`src/sv/i2cram_pkg.sv`:
```
// Shared types and constants for the I2C register access master.
`default_nettype none
package i2cram_pkg;

  localparam int unsigned ACK_POLL_RESET = 10;

  localparam logic [1:0] OP_WRITE  = 2'd0;
  localparam logic [1:0] OP_BURST  = 2'd1;
  localparam logic [1:0] OP_SINGLE = 2'd2;

  typedef enum logic [1:0] {
    KIND_TICK = 2'd0,
    KIND_CMD  = 2'd1,
    KIND_NOP  = 2'd2
  } kind_t;

  typedef enum logic [4:0] {
    PH_IDLE, PH_START, PH_TX_LOW, PH_TX_HIGH, PH_ACK_LOW, PH_ACK_HIGH,
    PH_RS_A, PH_RS_B, PH_RS_C, PH_RX_LOW, PH_RX_HIGH, PH_MA_LOW, PH_MA_HIGH,
    PH_STOP_A, PH_STOP_B, PH_STOP_C
  } phase_t;

  typedef enum logic [2:0] {
    ST_ADDR_W, ST_REG, ST_DATA, ST_ADDR_R, ST_READ
  } stage_t;

  typedef struct packed {
    kind_t       kind;
    logic [1:0]  operation;
    logic [6:0]  device_address;
    logic [7:0]  register_address;
    logic [7:0]  write_data;
    logic [7:0]  read_length;
    logic        sda_sample;
  } req_t;

  typedef struct packed {
    logic        scl_level;
    logic        sda_level;
    logic        sda_enable;
    logic        busy_res;
    logic        done_res;
    logic        status;
    logic [7:0]  read_byte;
    logic        read_valid;
    logic        read_last;
  } res_t;

endpackage
`default_nettype wire

```
`src/sv/i2cram_fifo.sv`:
```
// Small show-ahead register queue used on both sides of the engine.
`default_nettype none
module i2cram_fifo #(
  parameter int unsigned WIDTH = 8,
  parameter int unsigned DEPTH = 2
) (
  input  wire logic             clk,
  input  wire logic             rst,
  input  wire logic             push,
  input  wire logic [WIDTH-1:0] wdata,
  output logic                  full,
  input  wire logic             pop,
  output logic                  empty,
  output logic [WIDTH-1:0]      rdata
);
  localparam int unsigned PTR_W = (DEPTH > 1) ? $clog2(DEPTH) : 1;
  localparam int unsigned CNT_W = $clog2(DEPTH + 1);

  logic [WIDTH-1:0] mem [DEPTH];
  logic [PTR_W-1:0] wr_ptr;
  logic [PTR_W-1:0] rd_ptr;
  logic [CNT_W-1:0] count;
  logic             push_ok;
  logic             pop_ok;

  assign full    = (count == CNT_W'(DEPTH));
  assign empty   = (count == '0);
  assign push_ok = push && !full;
  assign pop_ok  = pop && !empty;
  assign rdata   = mem[rd_ptr];

  always_ff @(posedge clk) begin
    if (push_ok) begin
      mem[wr_ptr] <= wdata;
    end
  end

  always_ff @(posedge clk) begin
    if (rst) begin
      wr_ptr <= '0;
      rd_ptr <= '0;
      count  <= '0;
    end else begin
      if (push_ok) begin
        wr_ptr <= (wr_ptr == PTR_W'(DEPTH - 1)) ? '0 : wr_ptr + 1'b1;
      end
      if (pop_ok) begin
        rd_ptr <= (rd_ptr == PTR_W'(DEPTH - 1)) ? '0 : rd_ptr + 1'b1;
      end
      if (push_ok && !pop_ok) begin
        count <= count + 1'b1;
      end else if (pop_ok && !push_ok) begin
        count <= count - 1'b1;
      end
    end
  end
endmodule
`default_nettype wire

```
`src/sv/i2cram_front.sv`:
```
// Front end: classifies each incoming request and queues it for the engine.
`default_nettype none
module i2cram_front
  import i2cram_pkg::*;
#(
  parameter int unsigned DEPTH = 2
) (
  input  wire logic       clk,
  input  wire logic       rst,
  input  wire logic       push,
  output logic            full,
  input  wire logic       mode,
  input  wire logic [1:0] operation,
  input  wire logic [6:0] device_address,
  input  wire logic [7:0] register_address,
  input  wire logic [7:0] write_data,
  input  wire logic [7:0] read_length,
  input  wire logic       sda_sample,
  output logic            req_valid,
  output req_t            req,
  input  wire logic       req_take
);
  req_t  incoming;
  logic  q_empty;
  logic [$bits(req_t)-1:0] q_rdata;

  // A command with the unused operation code never starts anything.
  always_comb begin
    incoming = '0;
    if (!mode) begin
      incoming.kind = KIND_TICK;
    end else if (operation == OP_WRITE || operation == OP_BURST ||
                 operation == OP_SINGLE) begin
      incoming.kind = KIND_CMD;
    end else begin
      incoming.kind = KIND_NOP;
    end
    incoming.operation        = operation;
    incoming.device_address   = device_address;
    incoming.register_address = register_address;
    incoming.write_data       = write_data;
    incoming.read_length      = (operation == OP_BURST) ? read_length : 8'd1;
    incoming.sda_sample       = sda_sample;
  end

  i2cram_fifo #(
    .WIDTH ($bits(req_t)),
    .DEPTH (DEPTH)
  ) u_req_q (
    .clk   (clk),
    .rst   (rst),
    .push  (push),
    .wdata (incoming),
    .full  (full),
    .pop   (req_take),
    .empty (q_empty),
    .rdata (q_rdata)
  );

  assign req_valid = !q_empty;
  assign req       = req_t'(q_rdata);
endmodule
`default_nettype wire

```
`src/sv/i2cram_engine.sv`:
```
// Bus engine: runs one half-bit bus phase per tick request and forms a result.
`default_nettype none
module i2cram_engine
  import i2cram_pkg::*;
(
  input  wire logic       clk,
  input  wire logic       rst,
  input  wire logic       cfg_write_en,
  input  wire logic [7:0] cfg_write_data,
  input  wire logic       take,
  input  wire req_t       req,
  output res_t            res
);
  phase_t     phase, phase_next;
  stage_t     stage, stage_next;
  logic [2:0] bit_count, bit_count_next;
  logic [7:0] shift_byte, shift_byte_next;
  logic [7:0] bytes_left, bytes_left_next;
  logic [7:0] poll_count, poll_count_next;
  logic [1:0] held_operation, held_operation_next;
  logic [6:0] held_device, held_device_next;
  logic [7:0] held_register, held_register_next;
  logic [7:0] held_data, held_data_next;
  logic       scl_out, scl_out_next;
  logic       sda_out, sda_out_next;
  logic       abort_flag, abort_flag_next;
  logic [7:0] ack_poll_limit;
  logic       tick;
  logic       acked;

  assign tick  = take && (req.kind == KIND_TICK);
  assign acked = !req.sda_sample;

  always_comb begin
    phase_next          = phase;
    stage_next          = stage;
    bit_count_next      = bit_count;
    shift_byte_next     = shift_byte;
    bytes_left_next     = bytes_left;
    poll_count_next     = poll_count;
    held_operation_next = held_operation;
    held_device_next    = held_device;
    held_register_next  = held_register;
    held_data_next      = held_data;
    scl_out_next        = scl_out;
    sda_out_next        = sda_out;
    abort_flag_next     = abort_flag;
    if (take && req.kind == KIND_CMD && phase == PH_IDLE) begin
      held_operation_next = req.operation;
      held_device_next    = req.device_address;
      held_register_next  = req.register_address;
      held_data_next      = req.write_data;
      bytes_left_next     = req.read_length;
      stage_next          = ST_ADDR_W;
      abort_flag_next     = 1'b0;
      poll_count_next     = '0;
      bit_count_next      = '0;
      shift_byte_next     = {req.device_address, 1'b0};
      phase_next          = PH_START;
    end else if (tick) begin
      unique case (phase)
        PH_START: begin
          scl_out_next    = 1'b1;
          sda_out_next    = 1'b0;
          shift_byte_next = {held_device, 1'b0};
          bit_count_next  = '0;
          phase_next      = PH_TX_LOW;
        end
        PH_TX_LOW: begin
          scl_out_next    = 1'b0;
          sda_out_next    = shift_byte[7];
          shift_byte_next = {shift_byte[6:0], 1'b0};
          phase_next      = PH_TX_HIGH;
        end
        PH_TX_HIGH: begin
          scl_out_next   = 1'b1;
          bit_count_next = bit_count + 1'b1;
          phase_next     = (bit_count == 3'd7) ? PH_ACK_LOW : PH_TX_LOW;
        end
        PH_ACK_LOW: begin
          scl_out_next    = 1'b0;
          sda_out_next    = 1'b1;
          poll_count_next = '0;
          phase_next      = PH_ACK_HIGH;
        end
        PH_ACK_HIGH: begin
          scl_out_next = 1'b1;
          sda_out_next = 1'b1;
          if (acked || poll_count >= ack_poll_limit) begin
            // Acknowledge settled: a NACK only aborts where it matters.
            unique case (stage)
              ST_ADDR_W: begin
                if (!acked && held_operation != OP_SINGLE) begin
                  abort_flag_next = 1'b1;
                  phase_next      = PH_STOP_A;
                end else begin
                  stage_next      = ST_REG;
                  shift_byte_next = held_register;
                  bit_count_next  = '0;
                  phase_next      = PH_TX_LOW;
                end
              end
              ST_REG: begin
                if (held_operation == OP_WRITE) begin
                  stage_next      = ST_DATA;
                  shift_byte_next = held_data;
                  bit_count_next  = '0;
                  phase_next      = PH_TX_LOW;
                end else begin
                  stage_next = ST_ADDR_R;
                  phase_next = PH_RS_A;
                end
              end
              ST_DATA: begin
                if (!acked) begin
                  abort_flag_next = 1'b1;
                end
                phase_next = PH_STOP_A;
              end
              default: begin
                stage_next      = ST_READ;
                bit_count_next  = '0;
                shift_byte_next = '0;
                phase_next      = (bytes_left == '0) ? PH_STOP_A : PH_RX_LOW;
              end
            endcase
          end else begin
            poll_count_next = poll_count + 1'b1;
          end
        end
        PH_RS_A: begin
          scl_out_next = 1'b0;
          sda_out_next = 1'b1;
          phase_next   = PH_RS_B;
        end
        PH_RS_B: begin
          scl_out_next = 1'b1;
          sda_out_next = 1'b1;
          phase_next   = PH_RS_C;
        end
        PH_RS_C: begin
          scl_out_next    = 1'b1;
          sda_out_next    = 1'b0;
          shift_byte_next = {held_device, 1'b1};
          bit_count_next  = '0;
          phase_next      = PH_TX_LOW;
        end
        PH_RX_LOW: begin
          scl_out_next = 1'b0;
          sda_out_next = 1'b1;
          phase_next   = PH_RX_HIGH;
        end
        PH_RX_HIGH: begin
          scl_out_next    = 1'b1;
          sda_out_next    = 1'b1;
          shift_byte_next = {shift_byte[6:0], req.sda_sample};
          bit_count_next  = bit_count + 1'b1;
          phase_next      = (bit_count == 3'd7) ? PH_MA_LOW : PH_RX_LOW;
        end
        PH_MA_LOW: begin
          // The master NACKs the last byte and ACKs every other one.
          scl_out_next = 1'b0;
          sda_out_next = (bytes_left == 8'd1);
          phase_next   = PH_MA_HIGH;
        end
        PH_MA_HIGH: begin
          scl_out_next    = 1'b1;
          bytes_left_next = bytes_left - 1'b1;
          shift_byte_next = '0;
          phase_next      = (bytes_left == 8'd1) ? PH_STOP_A : PH_RX_LOW;
        end
        PH_STOP_A: begin
          scl_out_next = 1'b0;
          sda_out_next = 1'b0;
          phase_next   = PH_STOP_B;
        end
        PH_STOP_B: begin
          scl_out_next = 1'b1;
          sda_out_next = 1'b0;
          phase_next   = PH_STOP_C;
        end
        PH_STOP_C: begin
          scl_out_next    = 1'b1;
          sda_out_next    = 1'b1;
          abort_flag_next = 1'b0;
          phase_next      = PH_IDLE;
        end
        default: begin
          scl_out_next = 1'b1;
          sda_out_next = 1'b1;
          phase_next   = PH_IDLE;
        end
      endcase
    end
  end

  always_comb begin
    res            = '0;
    res.scl_level  = scl_out_next;
    res.sda_level  = sda_out_next;
    res.sda_enable = !(phase_next == PH_ACK_LOW || phase_next == PH_ACK_HIGH ||
                       phase_next == PH_RX_LOW || phase_next == PH_RX_HIGH);
    res.busy_res   = (phase_next != PH_IDLE);
    res.done_res   = tick && (phase == PH_STOP_C);
    res.status     = tick && (phase == PH_STOP_C) && abort_flag;
    if (tick && phase == PH_RX_HIGH && bit_count == 3'd7) begin
      res.read_valid = 1'b1;
      res.read_byte  = {shift_byte[6:0], req.sda_sample};
      res.read_last  = (bytes_left == 8'd1);
    end
  end

  always_ff @(posedge clk) begin
    if (rst) begin
      ack_poll_limit <= 8'(ACK_POLL_RESET);
    end else if (cfg_write_en) begin
      ack_poll_limit <= cfg_write_data;
    end
  end

  always_ff @(posedge clk) begin
    if (rst) begin
      phase          <= PH_IDLE;
      stage          <= ST_ADDR_W;
      bit_count      <= '0;
      shift_byte     <= '0;
      bytes_left     <= '0;
      poll_count     <= '0;
      held_operation <= '0;
      held_device    <= '0;
      held_register  <= '0;
      held_data      <= '0;
      scl_out        <= 1'b1;
      sda_out        <= 1'b1;
      abort_flag     <= 1'b0;
    end else if (take) begin
      phase          <= phase_next;
      stage          <= stage_next;
      bit_count      <= bit_count_next;
      shift_byte     <= shift_byte_next;
      bytes_left     <= bytes_left_next;
      poll_count     <= poll_count_next;
      held_operation <= held_operation_next;
      held_device    <= held_device_next;
      held_register  <= held_register_next;
      held_data      <= held_data_next;
      scl_out        <= scl_out_next;
      sda_out        <= sda_out_next;
      abort_flag     <= abort_flag_next;
    end
  end
endmodule
`default_nettype wire

```
`src/sv/i2c_register_access_master_top.sv`:
```
// Each result is formed combinationally and queued at the edge that accepts its request.
// Throughput: one request per cycle unless the result queue is full.
// Request and result queues hold IN_DEPTH and OUT_DEPTH entries, so either side
// may stall without holding up the other until its queue fills.
// Reset (rst, synchronous) empties both queues, returns the bus engine to idle with
// SCL and SDA high, and sets the acknowledge poll limit to 10.
`default_nettype none
module i2c_register_access_master_top
  import i2cram_pkg::*;
#(
  parameter int unsigned IN_DEPTH  = 2,
  parameter int unsigned OUT_DEPTH = 2
) (
  input  wire logic       clk,
  input  wire logic       rst,
  input  wire logic       cfg_write_en,
  input  wire logic [7:0] cfg_write_data,
  input  wire logic       push,
  output logic            full,
  input  wire logic       mode,
  input  wire logic [1:0] operation,
  input  wire logic [6:0] device_address,
  input  wire logic [7:0] register_address,
  input  wire logic [7:0] write_data,
  input  wire logic [7:0] read_length,
  input  wire logic       sda_sample,
  output logic            empty,
  input  wire logic       pop,
  output logic            scl_level,
  output logic            sda_level,
  output logic            sda_enable,
  output logic            busy_res,
  output logic            done_res,
  output logic            status,
  output logic [7:0]      read_byte,
  output logic            read_valid,
  output logic            read_last
);
  req_t req;
  res_t res;
  res_t res_head;
  logic req_valid;
  logic out_full;
  logic take;
  logic [$bits(res_t)-1:0] out_rdata;

  i2cram_front #(
    .DEPTH (IN_DEPTH)
  ) u_front (
    .clk              (clk),
    .rst              (rst),
    .push             (push),
    .full             (full),
    .mode             (mode),
    .operation        (operation),
    .device_address   (device_address),
    .register_address (register_address),
    .write_data       (write_data),
    .read_length      (read_length),
    .sda_sample       (sda_sample),
    .req_valid        (req_valid),
    .req              (req),
    .req_take         (take)
  );

  assign take = req_valid && !out_full;

  i2cram_engine u_engine (
    .clk            (clk),
    .rst            (rst),
    .cfg_write_en   (cfg_write_en),
    .cfg_write_data (cfg_write_data),
    .take           (take),
    .req            (req),
    .res            (res)
  );

  i2cram_fifo #(
    .WIDTH ($bits(res_t)),
    .DEPTH (OUT_DEPTH)
  ) u_res_q (
    .clk   (clk),
    .rst   (rst),
    .push  (take),
    .wdata (res),
    .full  (out_full),
    .pop   (pop),
    .empty (empty),
    .rdata (out_rdata)
  );

  assign res_head   = res_t'(out_rdata);
  assign scl_level  = res_head.scl_level;
  assign sda_level  = res_head.sda_level;
  assign sda_enable = res_head.sda_enable;
  assign busy_res   = res_head.busy_res;
  assign done_res   = res_head.done_res;
  assign status     = res_head.status;
  assign read_byte  = res_head.read_byte;
  assign read_valid = res_head.read_valid;
  assign read_last  = res_head.read_last;
endmodule
`default_nettype wire

```
`config.mk`:
```
export PLATFORM = sky130hd
export DESIGN_NAME = i2c_register_access_master_top
export DESIGN_NICKNAME = d
export VERILOG_FILES = /design/src/sv/i2cram_pkg.sv /design/src/sv/i2cram_fifo.sv /design/src/sv/i2cram_front.sv /design/src/sv/i2cram_engine.sv /design/src/sv/i2c_register_access_master_top.sv
export SDC_FILE = /design/constraint.sdc
export NUM_CORES = 1
export LEC_CHECK = 0
export ABC_AREA = 0
export BUFFER_PORTS_ARGS = -buffer_cell sky130_fd_sc_hd__buf_4
export CORE_AREA = 2 2 127 129
export CTS_CLUSTER_DIAMETER = 40
export CTS_CLUSTER_SIZE = 20
export DETAILED_ROUTE_END_ITERATION = 8
export DIE_AREA = 0 0 129 131
export MAX_ROUTING_LAYER = met4
export PLACE_DENSITY = 0.87
export SLEW_MARGIN = 20
export SYNTH_ARGS = -nofsm -noshare
export SYNTH_HDL_FRONTEND = slang
export SYNTH_SLANG_ARGS = --single-unit
export TNS_END_PERCENT = 10
```
`constraint.sdc`:
```
create_clock -name clk -period 2.7 [get_ports clk]
set_clock_uncertainty 0.2 [all_clocks]
set_input_delay 0 -clock clk [delete_from_list [all_inputs] [get_ports clk]]
set_output_delay 0 -clock clk [all_outputs]
set_load 0.1 [all_outputs]
```
==> run_results.csv, run 1 <==
group,metric,value,unit
cts,h-tree-depth,4,
final_layout,layout_common_cells,"edfxtp_1, buf_4, nor2_1, dfxtp_1, dlygate4sd3_1",
sta,setup_viol,2,
logic_synthesis,async_flop_share,0,
placement,postPlaceCellArea,0.00914,mm²
drt,ant_nets,0,
drt,first_iter_violations,479,
final_layout,area_growth,25.7,%
pwr,combPwrFrac,0.365,
drt,wire_per_inst,16.3,µm
setup_path,critPathMaxFanout,6,
logic_synthesis,synth_top_area_cell,"edfxtp_1",
logic_synthesis,synth_top_flop_cell,"edfxtp_1",
pwr,p_int,6.08,mW
logic_synthesis,synth.top_cell.area_share,0.379,
cts,clockBufferDepth,2,
drt,drt_wl_total,17.7,mm
logic_synthesis,ys_seq_area_frac,0.575,
logic_synthesis,syn_area,0.00825,mm²
setup_path,end_kind,"flop",
setup_path,arrival,2680,ps
floorplan,ios,66,
setup_path,cp.required,2670,ps
placement,dpl.hpwl,11.0,mm
global_route,overflow,0,
sta,relSlewSlack,0.554,
setup_path,crit_chain,"inv_1, ha_1, and3_1, o21ai_0, a31o_2, a2111oi_1, a211o_1, xnor2_1, a32oi_1",
drt,vias_per_cell,5.59,
floorplan,row_count,46,
global_route,grt_pass1_wl,28.2,mm
cts,cts_buffers,17,
global_route,antenna_found_initial,0,
hold_path,hold_path_class,"in -> reg",
sta,setup_ws,-15.6,ps
logic_synthesis,synth.distinct_cells,69,
setup_path,worst_setup_path_start_kind,"flop",
outcome,status,"complete, but fails checks",
pwr,p_sw_frac,0.384,
floorplan,die_area,0.0169,mm²
pwr,p_clk_frac,0.241,
sta,slew_violations,0,
floorplan,chipHeight,131,µm
logic_synthesis,syn_nets,776,
cts,cts_root_buf,"clkbuf_16",
cts,tritoncts,"yes",
final_layout,final_common_cell,"edfxtp_1",
pwr,leakagePower,3.89,nW
drt,drtPass1Iterations,5,
logic_synthesis,synthTopCellsByArea,"edfxtp_1, dfxtp_1, mux2i_1",
floorplan,fp.dieW,129,µm
logic_synthesis,yosys_warnings,0,
setup_path,critPathMaxStageDelay,500,ps
outcome,violations,"negative setup slack",
cts,cts_sinks,185,
global_route,grt_util_all_layers,0.223,
final_layout,final_util,0.664,
pwr,power_frac_seq,0.394,
drt,route.detailed.drc,0,
sta,max_freq,0.368,GHz
logic_synthesis,syn_avg_cell_area,11.6,µm²
logic_synthesis,synth-edff-count,104,
final_layout,seq_area,0.00475,mm²
final_layout,drive_above_1_share,0.228,
setup_path,slowest_stage,"a2111oi_1",
logic_synthesis,yosys_register_bits,185,
sta,period_needed,2720,ps
drt,num_vias,6080,
final_layout,nNetsFinal,922,
global_route,first_global_vias,5966,
global_route,grt_max_degree,38,
final_layout,antenna_cells,0,
floorplan,core_area,0.0156,mm²
pwr,switching_power,3.79,mW
pwr,peakVddDrop,0.621,mV
setup_path,rrSetupSlack,-20,ps
sta,rsz0062_at_grt,"yes",
final_layout,multiInputGateArea,0.00332,mm²
placement,routabilityCongestion,0.926,
flow_run,max_cap_viol_count,0,
sta,hold_viol_final,0,
final_layout,fillerInstances,1097,
logic_synthesis,netlist_instances,713,
cts,insertion_delay,440,ps
cts,clk_pin_slew,60,ps
sta,worst_slew_pin_slew,668,ps
floorplan,start_util,0.529,
final_layout,stdcell_area,0.0104,mm²
pwr,p_per_area,952,mW/mm²
sta,period_share,1.01,
setup_path,crit_type,"reg -> reg",
placement,io_buffers,65,
==> state kept, by name, indices dropped and copies added, names as in the netlist, 2 cells and up, named ones only <==
name / flops
u_engine.held_device: 7
u_res_q.mem: 32
u_front.u_req_q.count: 2
u_engine.ack_poll_limit: 8
u_engine.phase: 5
u_engine.stage: 3
u_engine.bytes_left: 8
u_engine.bit_count: 3
u_engine.shift_byte: 8
u_res_q.count: 2
u_engine.held_operation: 2
u_engine.held_register: 8
u_engine.poll_count: 8
u_engine.held_data: 8
u_front.u_req_q.mem: 72
==> cell families after synthesis <==
logic type / after synthesis / share of synthesized area
compound gates: 138 / 0.118
fa+ha+maj: 15 / 0.0228
mux: 74 / 0.0971
flops: 185 / 0.575
xor+xnor: 20 / 0.0212
buf+inv: 54 / 0.0272
simple gates: 227 / 0.138
==> cell type report <==
| type | count | area share |
|---|---|---|
| multi-input cells | 474 | 0.320 |
| clock buffers | 21 | 0.0444 |
| clock inverters | 11 | 0.0105 |
| well taps | 216 | 0.0261 |
| flip-flops and latches | 185 | 0.458 |
| inverters | 17 | 0.00616 |
| repair buffers | 164 | 0.135 |
==> synthesized netlist by cell type, types with 4 or more instances <==
master	number
xor2_1	9
mux2i_1	39
a22oi_1	5
nor2_1	80
a31o_2	7
inv_1	16
nand4_1	4
a211oi_1	31
a21oi_1	30
ha_1	15
a31oi_1	5
nand3_1	10
and2_1	15
dfxtp_1	81
nand2b_1	13
mux2_2	32
xnor2_1	11
nor3_1	12
edfxtp_1	104
o211ai_1	9
buf_2	5
clkbuf_1	23
nand2_1	48
a21o_1	5
buf_1	7
nor2b_1	12
o21ai_0	19
and3_1	6
==> layer usage <==
| layer | GRT usage | wire (µm) |
|---|---|---|
| met5 | - | 0 |
| met4 | 0.100 | 486 |
| met3 | 0.0525 | 1260 |
| met2 | 0.367 | 8710 |
| met1 | 0.264 | 7280 |
==> worst max-delay path: cells and delay by family, from the launching register on <==
kind / cells / cell delay [ps]
AO/OA/AOI/OAI: 5 / 1220
XOR/XNOR: 1 / 140
adder cells (fa/ha/maj): 1 / 280
buffers and inverters: 1 / 100
flip-flops: 1 / 380
AND/OR/NAND/NOR: 1 / 150
==> power by group through the flow <==
stage / Sequential (mW) / Combinational, mW / Clock [mW]
after global routing: 3.95 / 3.84 / 2.52
final: 3.89 / 3.61 / 2.38
after floorplan: 3.82 / 2.74 / 0
after CTS: 3.88 / 3.57 / 2.41
after global placement: 3.91 / 3.42 / 0
after detailed placement: 3.94 / 3.47 / 0
==> metrics by stage <==
stage                     instances  TNS [ps]  setup slack [ps]  power [mW]  hold WS [ps]
after floorplan                 713         0               123        6.56          -101
after global placement          993         0               127        7.32         -15.1
after detailed placement        993         0              63.7        7.41         -12.1
after CTS                      1087         0              20.0        9.86          65.7
after global routing           1088      -321             -96.2        10.3          79.4
final                          1088     -31.1             -15.6        9.87          86.7
==> worst paths after layout <==
check | start | to | depth (start not counted)
setup / recovery | u_engine.poll_count[0]$_SDFFE_PP0P_ | u_res_q.mem[0][13]$_DFFE_PP_ | 9
hold / removal | device_address[0] | u_front.u_req_q.mem[0][25]$_DFFE_PP_ | 2
setup reg to reg | u_engine.poll_count[0]$_SDFFE_PP0P_ | u_res_q.mem[0][13]$_DFFE_PP_ | 9
hold reg to reg | u_engine.held_device[2]$_SDFFE_PP0P_ | u_engine.held_device[2]$_SDFFE_PP0P_ | 2
==> timing repair <==
action / in CTS / in global routing
setup endpoints to repair: 0 / 13
hold buffers: 62 / 0
gates resized for setup: 0 / 11
endpoints found under the hold margin: 117 / 0
setup buffers: 0 / 0
No activity file was read; power rests on OpenSTA's default activity.
==> inputs of run 2 (changes only) <==
Settings changed: CORE_AREA 2 2 127 129 to 2 2 122 124, DIE_AREA 0 0 129 131 to 0 0 124 126, PLACE_DENSITY 0.87 to 0.89.
Clock period 2.7 ns to 3.3 ns, I/O delays scaled along.
==> run_results.csv, run 2 (synthesis results as in run 1) <==
group,metric,value,unit
cts,cts_root_buf,"clkbuf_16",
final_layout,largest_reg_flops,72,
sta,setup_tns,0,ps
final_layout,nNetsFinal,901,
final_layout,layout_common_cells,"edfxtp_1, dfxtp_1, nor2_1, buf_4, dlygate4sd3_1",
final_layout,area_growth,22.7,%
sta,setup_viol,0,
placement,dpl.hpwl,10.6,mm
setup_path,critPathMaxFanout,6,
drt,first_iter_violations,413,
sta,max_freq,0.334,GHz
cts,cts_buffers,17,
pwr,leakagePower,3.78,nW
outcome,status,"finished, final reports clean",
floorplan,row_count,44,
drt,ant_nets,0,
hold_path,hold_path_class,"in -> reg",
placement,place_inst,939,
hold_path,holdPathStages,2,
global_route,overflow,0,
cts,h-tree-depth,4,
setup_path,reg2regPathDepth,8,
global_route,antenna_found_initial,0,
sta,rsz0062_at_grt,"no",
final_layout,largestRegisters,"u_front.u_req_q.mem (72), u_res_q.mem (32)",
cts,cts-resized-gates,0,
setup_path,slowest_stage,"o21ai_0",
drt,drt_wl_total,17.2,mm
setup_path,worst_setup_path_start_kind,"flop",
global_route,grt_pass1_wl,28.5,mm
final_layout,antenna_cells,0,
sta,worst_slew_pin_slew,829,ps
floorplan,start_util,0.576,
global_route,first_global_vias,5945,
final_layout,final_util,0.707,
sta,slew_violations,0,
setup_path,crit_chain,"inv_1, ha_1, and4_1, a2111oi_4, a21oi_1, o21ai_0, nand4_1, mux2i_1",
setup_path,crit_type,"reg -> reg",
setup_path,arrival,3140,ps
cts,cts_sinks,185,
sta,period_share,0.908,
final_layout,drive_above_1_share,0.197,
pwr,peakVddDrop,0.507,mV
cts,tritoncts,"yes",
floorplan,chipHeight,126,µm
drt,vias_per_cell,5.79,
drt,top_layer_used,"met4",
sta,period_needed,3000,ps
cts,clockBufferDepth,2,
global_route,grt_util_all_layers,0.241,
setup_path,cp.required,3450,ps
cts,clk_pin_slew,70,ps
floorplan,core_area,0.0143,mm²
drt,wl_met1,7.18,mm
flow_run,max_cap_viol_count,0,
sta,hold_viol_final,0,
global_route,grt_max_degree,68,
sta,relSlewSlack,0.447,
drt,wl_met2,8.65,mm
drt,num_vias,5988,
floorplan,die_area,0.0156,mm²
drt,drtPass1Iterations,5,
setup_path,end_kind,"flop",
placement,io_buffers,65,
final_layout,top_register,"u_front.u_req_q.mem",
pwr,p_per_area,787,mW/mm²
floorplan,ios,66,
floorplan,fp.dieW,124,µm
drt,wire_per_inst,16.6,µm
final_layout,stdcell_count,1035,
cts,insertion_delay,440,ps
setup_path,critPathMaxStageDelay,600,ps
placement,routabilityCongestion,0.941,
drt,met3_wirelength,1.07,mm
final_layout,final_common_cell,"edfxtp_1",
drt,route.detailed.drc,0,
==> run 2: cell count changes in the layout (fill, tap and decap cells not counted), sizes merged <==
cell,change
buf,-23
clkinv,-1
dlygate4sd3,+2
clkinvlp,+1
bufinv,+1
clkbuf,-1
==> run 2: path summary, 6_finish.rpt <==
| kind | from | end | slack (ps) |
|---|---|---|---|
| worst max register to register | u_engine.ack_poll_limit[7]$_SDFFE_PP0P_ | u_engine.poll_count[5]$_SDFFE_PP0P_ | 300 |
| worst min register to register | u_engine.held_device[3]$_SDFFE_PP0P_ | u_engine.held_device[3]$_SDFFE_PP0P_ | 260 |
| worst min-delay path | register_address[4] | u_front.u_req_q.mem[0][21]$_DFFE_PP_ | 80 |
| worst max-delay path | u_engine.ack_poll_limit[7]$_SDFFE_PP0P_ | u_engine.poll_count[5]$_SDFFE_PP0P_ | 300 |
==> run 2: power by group <==
| group | switching, mW | total (mW) | internal [mW] |
|---|---|---|---|
| registers | 0.238 | 3.19 | 2.95 |
| clock network | 0.880 | 1.93 | 1.05 |
| logic | 1.91 | 2.84 | 0.929 |
==> run 2: layout make-up <==
| class | count | area [µm²] |
|---|---|---|
| repair buffers | 143 | 1230 |
| multi-input cells | 474 | 3290 |
| clock inverters | 12 | 118 |
| clock buffers | 20 | 437 |
| well taps | 184 | 230 |
| inverters | 17 | 63.8 |
| fillers | 933 | 4190 |
| flip-flops and latches | 185 | 4750 |
==> run 2: stage by stage <==
step	power [mW]	area (µm²)	setup slack, ps	hold slack, ps
2_1_floorplan	5.37	8250	547	-101
3_3_place_gp	5.89	8930	587	-15.0
3_5_place_dp	5.98	8930	516	-12.7
4_1_cts	7.96	10100	499	78.9
5_1_grt	8.34	10100	191	87.0
6_report	7.96	10100	304	82.8
==> run 2: layer usage <==
layer | track usage | vias up
met4 | 0.0760 | 0
met3 | 0.0562 | 36
li1 | - | 2875
met5 | - | -
met2 | 0.399 | 218
met1 | 0.292 | 2859
==> run 2: repair_timing <==
item,in CTS,in global routing
endpoints found under the hold margin,140,0
endpoints found under the setup margin,0,0
buffers inserted,0,0
hold buffers,64,0
==> run 2: worst max-delay path, delay by kind of cell, from the launching register on <==
family | cells | cell delay (ps)
mux | 1 | 250
buf+inv | 1 | 50
fa+ha+maj | 1 | 340
compound gates | 3 | 1280
simple gates | 2 | 440
flops | 1 | 340
==> inputs of run 3 (changes only) <==
Settings changed: ABC_AREA 0 to 1, PLACE_DENSITY 0.89 to 0.9.
==> run_results.csv, run 3 <==
group,metric,value,unit
cts,tritoncts,"yes",
global_route,overflow,0,
global_route,antenna_found_initial,1,
floorplan,ios,66,
logic_synthesis,synth.top_cell.area_share,0.376,
logic_synthesis,async_flop_share,0,
final_layout,drive_above_1_share,0.161,
setup_path,crit_type,"in -> reg",
pwr,switching_power,3.97,mW
sta,worst_slew_pin_slew,657,ps
global_route,grt_pass1_wl,31.2,mm
drt,ant_nets,0,
sta,relSlewSlack,0.562,
logic_synthesis,syn_area,0.00831,mm²
placement,routabilityCongestion,0.913,
flow_run,max_cap_viol_count,0,
sta,period_share,0.855,
floorplan,core_area,0.0143,mm²
final_layout,area_growth,22.6,%
cts,cts_root_buf,"clkbuf_16",
placement,io_buffers,65,
floorplan,start_util,0.580,
global_route,first_global_vias,6509,
placement,dp_slack,941,ps
final_layout,largestRegisters,"u_front.u_req_q.mem (72), u_res_q.mem (32)",
logic_synthesis,syn_avg_cell_area,9.22,µm²
logic_synthesis,synth_top_area_cell,"edfxtp_1",
logic_synthesis,yosys_register_bits,185,
pwr,p_clk_frac,0.219,
final_layout,final_common_cell,"nand2_1",
cts,cts-resized-gates,0,
drt,first_iter_violations,570,
cts,post_cts_buffers,0,
cts,postCtsHoldBufs,62,
pwr,p_sw_frac,0.427,
logic_synthesis,synth_top_flop_cell,"edfxtp_1",
floorplan,die_area,0.0156,mm²
pwr,p_int,5.32,mW
logic_synthesis,synth.distinct_cells,47,
pwr,combPwrFrac,0.421,
cts,clk_pin_slew,70,ps
floorplan,chipHeight,126,µm
cts,cts_sinks,185,
sta,max_freq,0.354,GHz
sta,setup_ws,477,ps
drt,drt_wl_total,19.1,mm
sta,rsz0062_at_grt,"no",
logic_synthesis,synthTopCellsByArea,"edfxtp_1, dfxtp_1, nand2_1",
logic_synthesis,ys_seq_area_frac,0.571,
drt,num_vias,6690,
cts,clockBufferDepth,2,
final_layout,nNetsFinal,1093,
setup_path,arrival,2990,ps
final_layout,top_register,"u_front.u_req_q.mem",
setup_path,critPathMaxFanout,24,
final_layout,largest_reg_flops,72,
drt,wire_per_inst,15.5,µm
logic_synthesis,synth.most_common_cell,"nand2_1",
drt,vias_per_cell,5.45,
hold_path,hold_path_class,"in -> reg",
cts,cts_buffers,17,
pwr,p_per_area,912,mW/mm²
logic_synthesis,yosys-top-cells-count,"nand2_1, edfxtp_1, inv_1",
drt,drtPass1Iterations,6,
sta,slew_violations,0,
sta,period_needed,2820,ps
final_layout,layout_common_cells,"nand2_1, edfxtp_1, inv_1",
cts,h-tree-depth,4,
drt,route.detailed.drc,0,
setup_path,end_kind,"flop",
floorplan,row_count,44,
logic_synthesis,synth-edff-count,104,
outcome,status,"finished, final reports clean",
cts,insertion_delay,430,ps
placement,postPlaceCellArea,0.00897,mm²
floorplan,fp.dieW,124,µm
pwr,peakVddDrop,0.457,mV
global_route,grt_max_degree,40,
pwr,leakagePower,4.21,nW
sta,hold_viol_final,0,
logic_synthesis,netlist_instances,901,
global_route,grt_util_all_layers,0.267,
logic_synthesis,syn_nets,964,
setup_path,cp.required,3470,ps
logic_synthesis,yosys_warnings,0,
sta,setup_tns,0,ps
sta,setup_viol,0,
setup_path,worst_setup_path_start_kind,"primary input",
final_layout,fillerInstances,997,
placement,dpl.hpwl,12.0,mm
final_layout,stdcell_area,0.0102,mm²
pwr,power_frac_seq,0.360,
run 3: changes by cell type in the layout (fill, tap and decap cells not counted), moves of 12 or more:
cell / change
mux2i_1: -34
and2_1: -13
a21oi_1: +20
o21ai_0: +56
a31oi_1: +15
mux2_2: -16
inv_2: +12
nand2b_1: -13
nor2_1: +14
nor2b_1: -12
inv_1: +82
nand3_1: +21
a211oi_1: -28
nand2_1: +140
run 3: worst max-delay path, cell delays in order:
cell and delay [ps]:
dlygate4sd3_1 530, buf_4 240, inv_1 390, buf_4 300
o21ai_0 130, dlygate4sd3_1 580, a21oi_1 190, dlygate4sd3_1 610
run 3: cell families (layout without fill, tap and decap cells):
group / after synthesis / after routing / share of synthesized area
multiplexers: 21 / 21 / 0.0277
AND/OR/NAND/NOR: 361 / 361 / 0.188
adder cells (fa/ha/maj): 15 / 15 / 0.0226
flip-flops: 185 / 185 / 0.571
AO/OA/AOI/OAI: 175 / 175 / 0.118
other: 0 / 1 / 0
buffers and inverters: 139 / 281 / 0.0672
XOR/XNOR: 5 / 5 / 0.00527
run 3: metrics by stage:
| step | instances | hold slack [ps] | util | power (mW) |
|---|---|---|---|---|
| 6_report | 1228 | 89.9 | 0.712 | 9.29 |
| 5_1_grt | 1228 | 78.2 | 0.712 | 9.83 |
| 4_1_cts | 1227 | 79.1 | 0.712 | 9.26 |
| 3_5_place_dp | 1133 | -12.6 | 0.627 | 7.16 |
| 3_3_place_gp | 1133 | -14.7 | 0.627 | 7.08 |
| 2_1_floorplan | 901 | -101 | - | 6.29 |
run 3: layout make-up:
cell class | count | area, µm² | area share
repair buffers | 137 | 1180 | 0.116
multi-input cells | 577 | 3010 | 0.296
clock buffers | 20 | 447 | 0.0438
clock inverters | 12 | 143 | 0.0140
flip-flops and latches | 185 | 4740 | 0.466
well taps | 184 | 230 | 0.0226
inverters | 112 | 423 | 0.0415
diodes | 1 | 2.50 | 0.000246
run 3: metal layers:
layer / part of all wire / vias to the layer above / track usage
li1: - / 3278 / -
met1: 0.41 / 3124 / 0.326
met2: 0.51 / 245 / 0.441
met3: 0.056 / 43 / 0.0530
met4: 0.024 / 0 / 0.0958
met5: 0 / - / -
run 3: power by group through the flow:
stage / combinational, mW / clock, mW / sequential [mW]
2_1_floorplan: 3.00 / 0 / 3.29
3_3_place_gp: 3.72 / 0 / 3.36
3_5_place_dp: 3.78 / 0 / 3.38
4_1_cts: 3.87 / 2.04 / 3.34
5_1_grt: 4.28 / 2.15 / 3.40
6_report: 3.91 / 2.03 / 3.34
run 3: worst paths after layout:
kind	cells after the start	end	start	slack (ps)
hold reg to reg	1	u_front.u_req_q.rd_ptr$_SDFFE_PP0P_	u_front.u_req_q.rd_ptr$_SDFFE_PP0P_	260
setup / recovery	8	u_engine.ack_poll_limit[7]$_SDFFE_PP0P_	rst	480
hold / removal	2	u_front.u_req_q.mem[0][13]$_DFFE_PP_	write_data[4]	90
setup reg to reg	14	u_engine.poll_count[7]$_SDFFE_PP0P_	u_engine.poll_count[0]$_SDFFE_PP0P_	850
